$ cat config.mk
export PLATFORM = sky130hd
export DESIGN_NAME = spmv_accum
export DESIGN_NICKNAME = d
export VERILOG_FILES = /design/src/sv/spmv_pkg.sv /design/src/sv/spmv_accum.sv
export SDC_FILE = /design/constraint.sdc
export NUM_CORES = 1
export LEC_CHECK = 0
export ABC_CLOCK_PERIOD_IN_PS = 6200
export BUFFER_PORTS_ARGS = -buffer_cell sky130_fd_sc_hd__clkbuf_2
export CORE_MARGIN = 3
export CORE_UTILIZATION = 30
export DETAILED_ROUTE_END_ITERATION = 10
export GPL_ROUTABILITY_DRIVEN = 0
export PLACE_DENSITY_LB_ADDON = 0.15
export SLEW_MARGIN = 20
export SYNTH_ARGS = -nofsm -noshare
export SYNTH_HDL_FRONTEND = slang
export SYNTH_SLANG_ARGS = --single-unit
$ cat constraint.sdc
create_clock -name clock -period 6.2 [get_ports clock]
set_clock_uncertainty 0.05 [all_clocks]
set_input_delay 1.24 -clock clock [delete_from_list [all_inputs] [get_ports clock]]
set_output_delay 1.24 -clock clock [all_outputs]
set_load 0.005 [all_outputs]
$ cat src/sv/spmv_pkg.sv
// ----------------------------------------------------------------------------
// spmv_pkg
// Shared types and constants of the CSR sparse matrix-vector multiply unit.
// ----------------------------------------------------------------------------
`default_nettype none

package spmv_pkg;

   // Field widths
   localparam int INDEX_WIDTH = 12;
   localparam int VALUE_WIDTH = 32;
   localparam int ROW_WIDTH   = 16;
   localparam int LIMIT_WIDTH = 17;
   localparam int ACC_WIDTH   = 64;
   localparam int FRAC_BITS   = 16;

   // Parameter defaults
   localparam int VECTOR_DEPTH_DEFAULT = 4096;
   localparam int MAX_ROWS_DEFAULT     = 65536;

   // Hard ceiling of the row counter (16-bit row index)
   localparam int ROW_CEILING = 65536;

   // Operation codes
   localparam logic [1:0] OP_LOAD    = 2'd0;
   localparam logic [1:0] OP_NONZERO = 2'd1;
   localparam logic [1:0] OP_EMPTY   = 2'd2;
   localparam logic [1:0] OP_UNUSED  = 2'd3;

   typedef struct packed {
      logic [1:0]                    operation;
      logic [INDEX_WIDTH-1:0]        index;
      logic signed [VALUE_WIDTH-1:0] value;
      logic                          row_end;
   } req_type;

   typedef struct packed {
      logic [ROW_WIDTH-1:0]          row_index;
      logic signed [VALUE_WIDTH-1:0] row_sum;
      logic                          saturated;
   } rsp_type;

   // Per-stage control: add a product, close the row
   typedef struct packed {
      logic accumulate;
      logic emit;
   } acc_ctl_type;

endpackage

`default_nettype wire

$ cat src/sv/spmv_accum.sv
// ----------------------------------------------------------------------------
// spmv_accum
// Saturating 64-bit accumulator, row counter and response register.
// ----------------------------------------------------------------------------
`default_nettype none

module spmv_accum (
   input  wire logic                                  clock,
   input  wire logic                                  reset,
   input  wire logic                                  advance,
   input  wire spmv_pkg::acc_ctl_type                 ctl,
   input  wire logic signed [spmv_pkg::ACC_WIDTH-1:0] product,
   input  wire logic [spmv_pkg::LIMIT_WIDTH-1:0]      row_limit,
   input  wire logic                                  rsp_ready,
   output logic                                       rsp_valid,
   output spmv_pkg::rsp_type                          rsp_item
);

   import spmv_pkg::*;

   localparam logic signed [ACC_WIDTH-1:0] ACC_MAX = {1'b0, {(ACC_WIDTH-1){1'b1}}};
   localparam logic signed [ACC_WIDTH-1:0] ACC_MIN = {1'b1, {(ACC_WIDTH-1){1'b0}}};
   localparam logic signed [VALUE_WIDTH-1:0] SUM_MAX = {1'b0, {(VALUE_WIDTH-1){1'b1}}};
   localparam logic signed [VALUE_WIDTH-1:0] SUM_MIN = {1'b1, {(VALUE_WIDTH-1){1'b0}}};

   logic signed [ACC_WIDTH-1:0] acc_ff, acc_in;
   logic                        mark_ff, mark_in;
   logic [ROW_WIDTH-1:0]        row_ff, row_in;
   logic                        rsp_valid_ff, rsp_valid_in;
   rsp_type                     rsp_ff, rsp_in;

   logic signed [ACC_WIDTH-1:0] term;
   logic signed [ACC_WIDTH-1:0] sum;
   logic                        ovf_pos, ovf_neg;
   logic signed [ACC_WIDTH-1:0] acc_next;
   logic                        mark_next;
   logic                        fits;
   logic [LIMIT_WIDTH-1:0]      row_inc;

   // Floor-rounded Q16.16 product, saturating add
   always_comb begin
      term      = product >>> FRAC_BITS;
      sum       = acc_ff + term;
      ovf_pos   = !acc_ff[ACC_WIDTH-1] && !term[ACC_WIDTH-1] && sum[ACC_WIDTH-1];
      ovf_neg   = acc_ff[ACC_WIDTH-1] && term[ACC_WIDTH-1] && !sum[ACC_WIDTH-1];
      acc_next  = acc_ff;
      mark_next = mark_ff;
      if (ctl.accumulate) begin
         acc_next  = ovf_pos ? ACC_MAX : (ovf_neg ? ACC_MIN : sum);
         mark_next = mark_ff || ovf_pos || ovf_neg;
      end
   end

   // Row close: clamp to 32 bits, advance the row counter
   always_comb begin
      fits    = (acc_next[ACC_WIDTH-1:VALUE_WIDTH-1] == {(ACC_WIDTH-VALUE_WIDTH+1){1'b0}}) ||
                (acc_next[ACC_WIDTH-1:VALUE_WIDTH-1] == {(ACC_WIDTH-VALUE_WIDTH+1){1'b1}});
      row_inc = LIMIT_WIDTH'(row_ff) + LIMIT_WIDTH'(1);

      acc_in       = acc_ff;
      mark_in      = mark_ff;
      row_in       = row_ff;
      rsp_in       = rsp_ff;
      rsp_valid_in = rsp_valid_ff && !rsp_ready;

      if (advance) begin
         acc_in  = acc_next;
         mark_in = mark_next;
         if (ctl.emit) begin
            rsp_in.row_index = row_ff;
            rsp_in.row_sum   = fits ? acc_next[VALUE_WIDTH-1:0]
                                    : (acc_next[ACC_WIDTH-1] ? SUM_MIN : SUM_MAX);
            rsp_in.saturated = mark_next || !fits;
            rsp_valid_in     = 1'b1;
            acc_in           = '0;
            mark_in          = 1'b0;
            row_in           = (row_inc >= row_limit) ? '0 : row_inc[ROW_WIDTH-1:0];
         end
      end
   end

   always_ff @(posedge clock) begin
      if (reset) begin
         acc_ff       <= '0;
         mark_ff      <= 1'b0;
         row_ff       <= '0;
         rsp_valid_ff <= 1'b0;
      end else begin
         acc_ff       <= acc_in;
         mark_ff      <= mark_in;
         row_ff       <= row_in;
         rsp_valid_ff <= rsp_valid_in;
      end
   end

   // Response payload
   always_ff @(posedge clock) begin
      rsp_ff <= rsp_in;
   end

   assign rsp_valid = rsp_valid_ff;
   assign rsp_item  = rsp_ff;

endmodule

`default_nettype wire

Word level (Yosys, flattened, before mapping) --
Index checks and enable logic that the tools add are counted.
Operators by class: muxes and demuxes 11, multiply operators 0, magnitude comparators 1, bitwise gates (word level) 0, reductions and logical operators 16, add/sub/neg operators 2, shift operators 0, divide/modulo/power cells 0, equality and inequality tests 1
Operators by type and width (number):
- 2-to-1 mux 64 bit | 4
- adder 64 x 48 -> 64 bit | 1
- 2-to-1 mux 32 bit | 2
- == test 33 bit, second input constant | 1
- logical NOT 33 bit | 1
- adder 16 x 1 -> 17 bit, second input constant | 1
- greater-or-equal comparator 17 bit | 1
- 2-to-1 mux 16 bit | 1
- logical AND 1 bit | 5
- logical NOT 1 bit | 5
- logical OR 1 bit | 4
- 2-to-1 mux 1 bit | 4
- AND reduction 2 bit | 1
Storage, ports and cells: memories kept 0, logic and storage cells 38, input bits 87, bits in read-only memories 0, bits in latches 0, output and inout bits 50, memory bits (writable) 0, bits in registers 131

Logic depth before layout (Yosys ltp) --
depth in word-level cells 10, gate-level depth with buffers 18

Worst setup path after synthesis --
No wires, ideal clock.
path kind input -> register, start point input product[27] (netlist bit), end point register rsp_ff, in the netlist rsp_item[17], data pin, data required time 5888 ps, buffers on the path 3, arrival 5421 ps, stages 17, setup slack 467 ps, path through ha_1 buf_2 nand4_1 or3_1 or4_4 a211oi_2 nor4_1 a21o_1 buf_6 nor2_1 a32oi_1 nor3_1 nand4_1 or4b_1 o41ai_4 buf_6 mux2_1
Between the ends: word-level cells in the longest chain between the ends 9, elaborated cells between the ends (all ways) 12
Ends and longest elaborated chain:
- from (decl) | RTL line spmv_accum.sv:12 | input wire logic signed [spmv_pkg::ACC_WIDTH-1:0] product,
- adder 64 x 48 -> 64 bit * | RTL line spmv_accum.sv:43 | sum = acc_ff + term;
- logical NOT 1 bit | RTL line spmv_accum.sv:45 | ovf_neg = acc_ff[ACC_WIDTH-1] && term[ACC_WIDTH-1] && !sum[ACC_WIDTH-1];
- logical AND 1 bit | RTL line spmv_accum.sv:45
- 2-to-1 mux 64 bit | RTL line spmv_accum.sv:49 | acc_next = ovf_pos ? ACC_MAX : (ovf_neg ? ACC_MIN : sum);
- 2-to-1 mux 64 bit * | RTL line spmv_accum.sv:49
- 2-to-1 mux 64 bit * | RTL line spmv_accum.sv:48 | if (ctl.accumulate) begin
- == test 33 bit or logical NOT 33 bit (tied branches) | RTL line spmv_accum.sv:57, spmv_accum.sv:56
- logical OR 1 bit | RTL line spmv_accum.sv:56 | fits = (acc_next[ACC_WIDTH-1:VALUE_WIDTH-1] == {(ACC_WIDTH-VALUE_WIDTH+1){1'b0}}) ||
- 2-to-1 mux 32 bit * | RTL line spmv_accum.sv:71 | rsp_in.row_sum = fits ? acc_next[VALUE_WIDTH-1:0]
- to (signal assigned) | RTL line spmv_accum.sv:98 | rsp_ff <= rsp_in;
- to (decl) | RTL line spmv_accum.sv:30 | rsp_type rsp_ff, rsp_in;
Every way passes the cells marked *; elsewhere a longest branch is shown, timed or not. A chain may end at the register's enable or synchronous reset.

Worst setup path after layout --
start point input product[16] (netlist bit), end point register rsp_ff, in the netlist rsp_item[31], data pin
The elaborated chain is that of the path after synthesis.

==> out/qor.yml <==
timing:
  setup-tns-final_ps: 0
  holdWs_ps: 422
  hold_viol: 0
  setup_viol: 0
  min_period_ps: 5860
  slew_viol_final: 0
  fmax_mhz: 171
  rsz0062_at_grt: "false"
  worst_slew_pin_slew_ps: 1010
  slew_headroom: 0.325
  period_share: 0.945
clock_tree:
  cts_num_sinks: 131
  ctsResizeCount: 0
  cts.clk_slew.worst_paths_ps: 60
  htreeDepth: 4
  cts_tree: "built"
  clk_latency_ps: 450
  cts_made_buffers: 17
  max-clock-path-buffers: 2
  cts_root_buf: "clkbuf_16"
  cts-hold-fix-buffers: 0
  cts_setup_buffers: 0
power:
  p_int_mw: 1.85
  power_density_nw_per_um2: 199
  power_frac_seq: 0.344
  p_sw_frac: 0.338
  pwr-share-clk: 0.373
  pwr-share-comb: 0.283
  p_total_mw: 2.79
  irDropWorstVdd_uv: 204
  power.switching_mw: 0.945
  p_leak_nw: 5.80
setup_path:
  ff2ff_path_depth: 22
  worst-endpoint-arrival_ps: 5970
  cp_max_fo: 19
  crit_chain: "clkbuf_2 > ha_1 > inv_1 > fa_1 > nor2b_1 > o2111ai_1 > a2111oi_2 > buf_4 > o2111ai_1 > buf_4 > nand3_1 > buf_4 > a31oi_1 > xnor2_1 > a21oi_1 > buf_4 > o2111ai_1 > nor4_1 > nand3_1 > o41ai_4 > buf_12 > buf_12 > mux2i_1"
  cp-end-kind: "flop"
  timing.rr.end: "rsp_item[31]"
  crit_path_frequent_cell: "buf_4"
  required_ps: 6310
  max_stage_delay_ps: 460
  critPathKind: "input pin to flop"
  r2r_slack_ps: 840
  start_kind: "input pin"
  r2r_start: "acc_ff[0]"
  slowest_stage: "a2111oi_2"
yosys:
  yosysTopAreaCell: "dfxtp_1"
  ys_ff_latch: 131
  synth_cell_types: 79
  ys_warn_count: 0
  seq_area_frac_synth: 0.279
  syn_area_um2: 11200
  syn_inst: 1428
  synth-edff-count: 49
  syn_nets: 1599
  ys_top_cells_by_area: "dfxtp_1, edfxtp_1, ha_1"
  synth_ff_type: "dfxtp_1"
  netlist.area_leader.share: 0.147
  async_reset_ff_frac: 0
  syn-mean-instance-area_um2: 7.83
hold_path:
  hp-class: "flop to flop"
  hold_depth: 2
  hp-start: "mark_ff"
  hold-path-endpoint: "mark_ff"
floorplan:
  start_util: 0.305
  dieArea_um2: 39600
  coreArea_um2: 36700
  die_y_um: 199
  ios: 137
  core.rowCount: 70
  dieWidth_um: 199
grt:
  grt_max_degree: 69
  antenna_found_initial: 1
  grt_overflow: 0
  grt_usage: 0.224
  grt_pass1_vias: 11900
  grt_first_pass_wirelength_um: 68300
run:
  max_cap_violations: 0
status:
  outcome: "completed"
layout:
  fin_util: 0.382
  diodes: 0
  area.growth.synth_to_final_pct: 25.4
  nNetsFinal: 1832
  drive_above_1_share: 0.211
  final_area_um2: 14000
drt:
  viasPerCell: 5.63
  routedWlPerCell_um: 20.8
  ant_nets: 0
  drc: 0
  wirelength_um: 44500
  drt_iter0_markers: 1025
  num_vias: 12100
  first_pass_iters: 5
placed_design:
  port_buffers: 120
  placed_area_um2: 13400
  dp_hpwl_um: 35100
-- how the worst max path moves through the flow --
| stage | cells after the start | to | slack (ps) | from |
|---|---|---|---|---|
| detailed placement | 20 | rsp_item[17] | -360 | product[16] |
| CTS | 21 | rsp_item[15] | 60 | product[16] |
| finish | 23 | rsp_item[31] | 340 | product[16] |
| global route | 21 | rsp_item[23] | 60 | product[16] |
| global placement | 20 | rsp_item[22] | -280 | product[16] |
| floorplan | 17 | rsp_item[17] | 470 | product[27] |
-- worst max-delay path, delay by kind of cell --
| family | cells | cell delay (ps) |
|---|---|---|
| compound gates | 7 | 1600 |
| xor+xnor | 1 | 140 |
| buf+inv | 8 | 1310 |
| mux | 1 | 90 |
| simple gates | 4 | 970 |
| fa+ha+maj | 2 | 580 |
-- synthesized netlist by cell type, types with 8 or more instances --
cell type and count:
a211oi_1 16, nor4_1 16, nor3_1 38, o21a_1 14, nor2b_1 8, o21bai_1 15
dfxtp_1 82, and3_1 14, a32o_1 13, nand3_1 38, a21o_1 30, nor2_1 150
xor2_1 22, nand2b_1 41, a31oi_1 15, ha_1 83, xnor2_1 38, mux2i_1 31
a21oi_1 160, o21ai_0 93, nand2_1 118, edfxtp_1 49, nand4_1 37, a22oi_1 18
inv_1 43, clkbuf_1 71, o211ai_1 30
-- metal layers --
| layer | wire (µm) | track usage |
|---|---|---|
| met1 | 20500 | 0.298 |
| met2 | 20000 | 0.362 |
| met3 | 2890 | 0.0506 |
| met4 | 1100 | 0.0700 |
| met5 | 13 | 0 |
-- placed cells by master (no fill, tap or decap), types with 7 or more instances in the layout --
master / n
a21oi_1: 160
a221oi_1: 7
nand4_1: 37
nor3_1: 38
o21a_1: 14
clkbuf_16: 17
a32o_1: 13
a21o_1: 30
inv_1: 42
xor2_1: 22
nor2_1: 147
nor4_1: 16
a31oi_1: 15
o211ai_1: 30
nand2b_1: 41
o21bai_1: 15
nand3_1: 38
o21ai_0: 93
buf_4: 169
a211oi_1: 16
mux2i_1: 31
nand2_1: 118
nor2b_1: 8
clkbuf_2: 120
o2111ai_1: 7
ha_1: 83
xnor2_1: 38
edfxtp_1: 49
or2_2: 7
dfxtp_1: 82
a22oi_1: 18
and3_1: 14
o21ai_1: 7
-- power groups by stage --
stage | sequential, mW | combinational (mW) | clock, mW
global placement | 0.980 | 0.774 | 0
finish | 0.962 | 0.791 | 1.04
detailed placement | 0.980 | 0.773 | 0
global route | 0.965 | 0.864 | 1.10
floorplan | 0.967 | 0.446 | 0
CTS | 0.961 | 0.779 | 1.07
-- sequential cells by signal, indices dropped and copies added, names as in the netlist --
register and cells:
acc_ff 64, mark_ff 1, row_ff 16, rsp_item 49, rsp_valid 1
-- through the flow --
| step | std cells | worst slack, ps |
|---|---|---|
| 4_1_cts | 2142 | 61.2 |
| 3_5_place_dp | 2110 | -357 |
| 3_3_place_gp | 2110 | -283 |
| 2_1_floorplan | 1428 | 467 |
| 6_report | 2142 | 340 |
| 5_1_grt | 2142 | 56.1 |
-- cell families after synthesis --
group | synth area share
and+or+nand+nor | 0.220
AOI/OAI and AO/OA | 0.284
DFF | 0.279
buffers and inverters | 0.0439
adders and majority gates | 0.0947
xor gates and xnor gates | 0.0470
muxes | 0.0318
-- layout make-up --
type                    instances  area (µm²)
clock buffers                  18         429
clock inverters                14         153
fillers                      3815       22700
inverters                      44         168
multi-input cells            1173        7600
flip-flops and latches        131        3110
well taps                     468         586
repair buffers                294        1970
(Power assumes the default switching activity.)
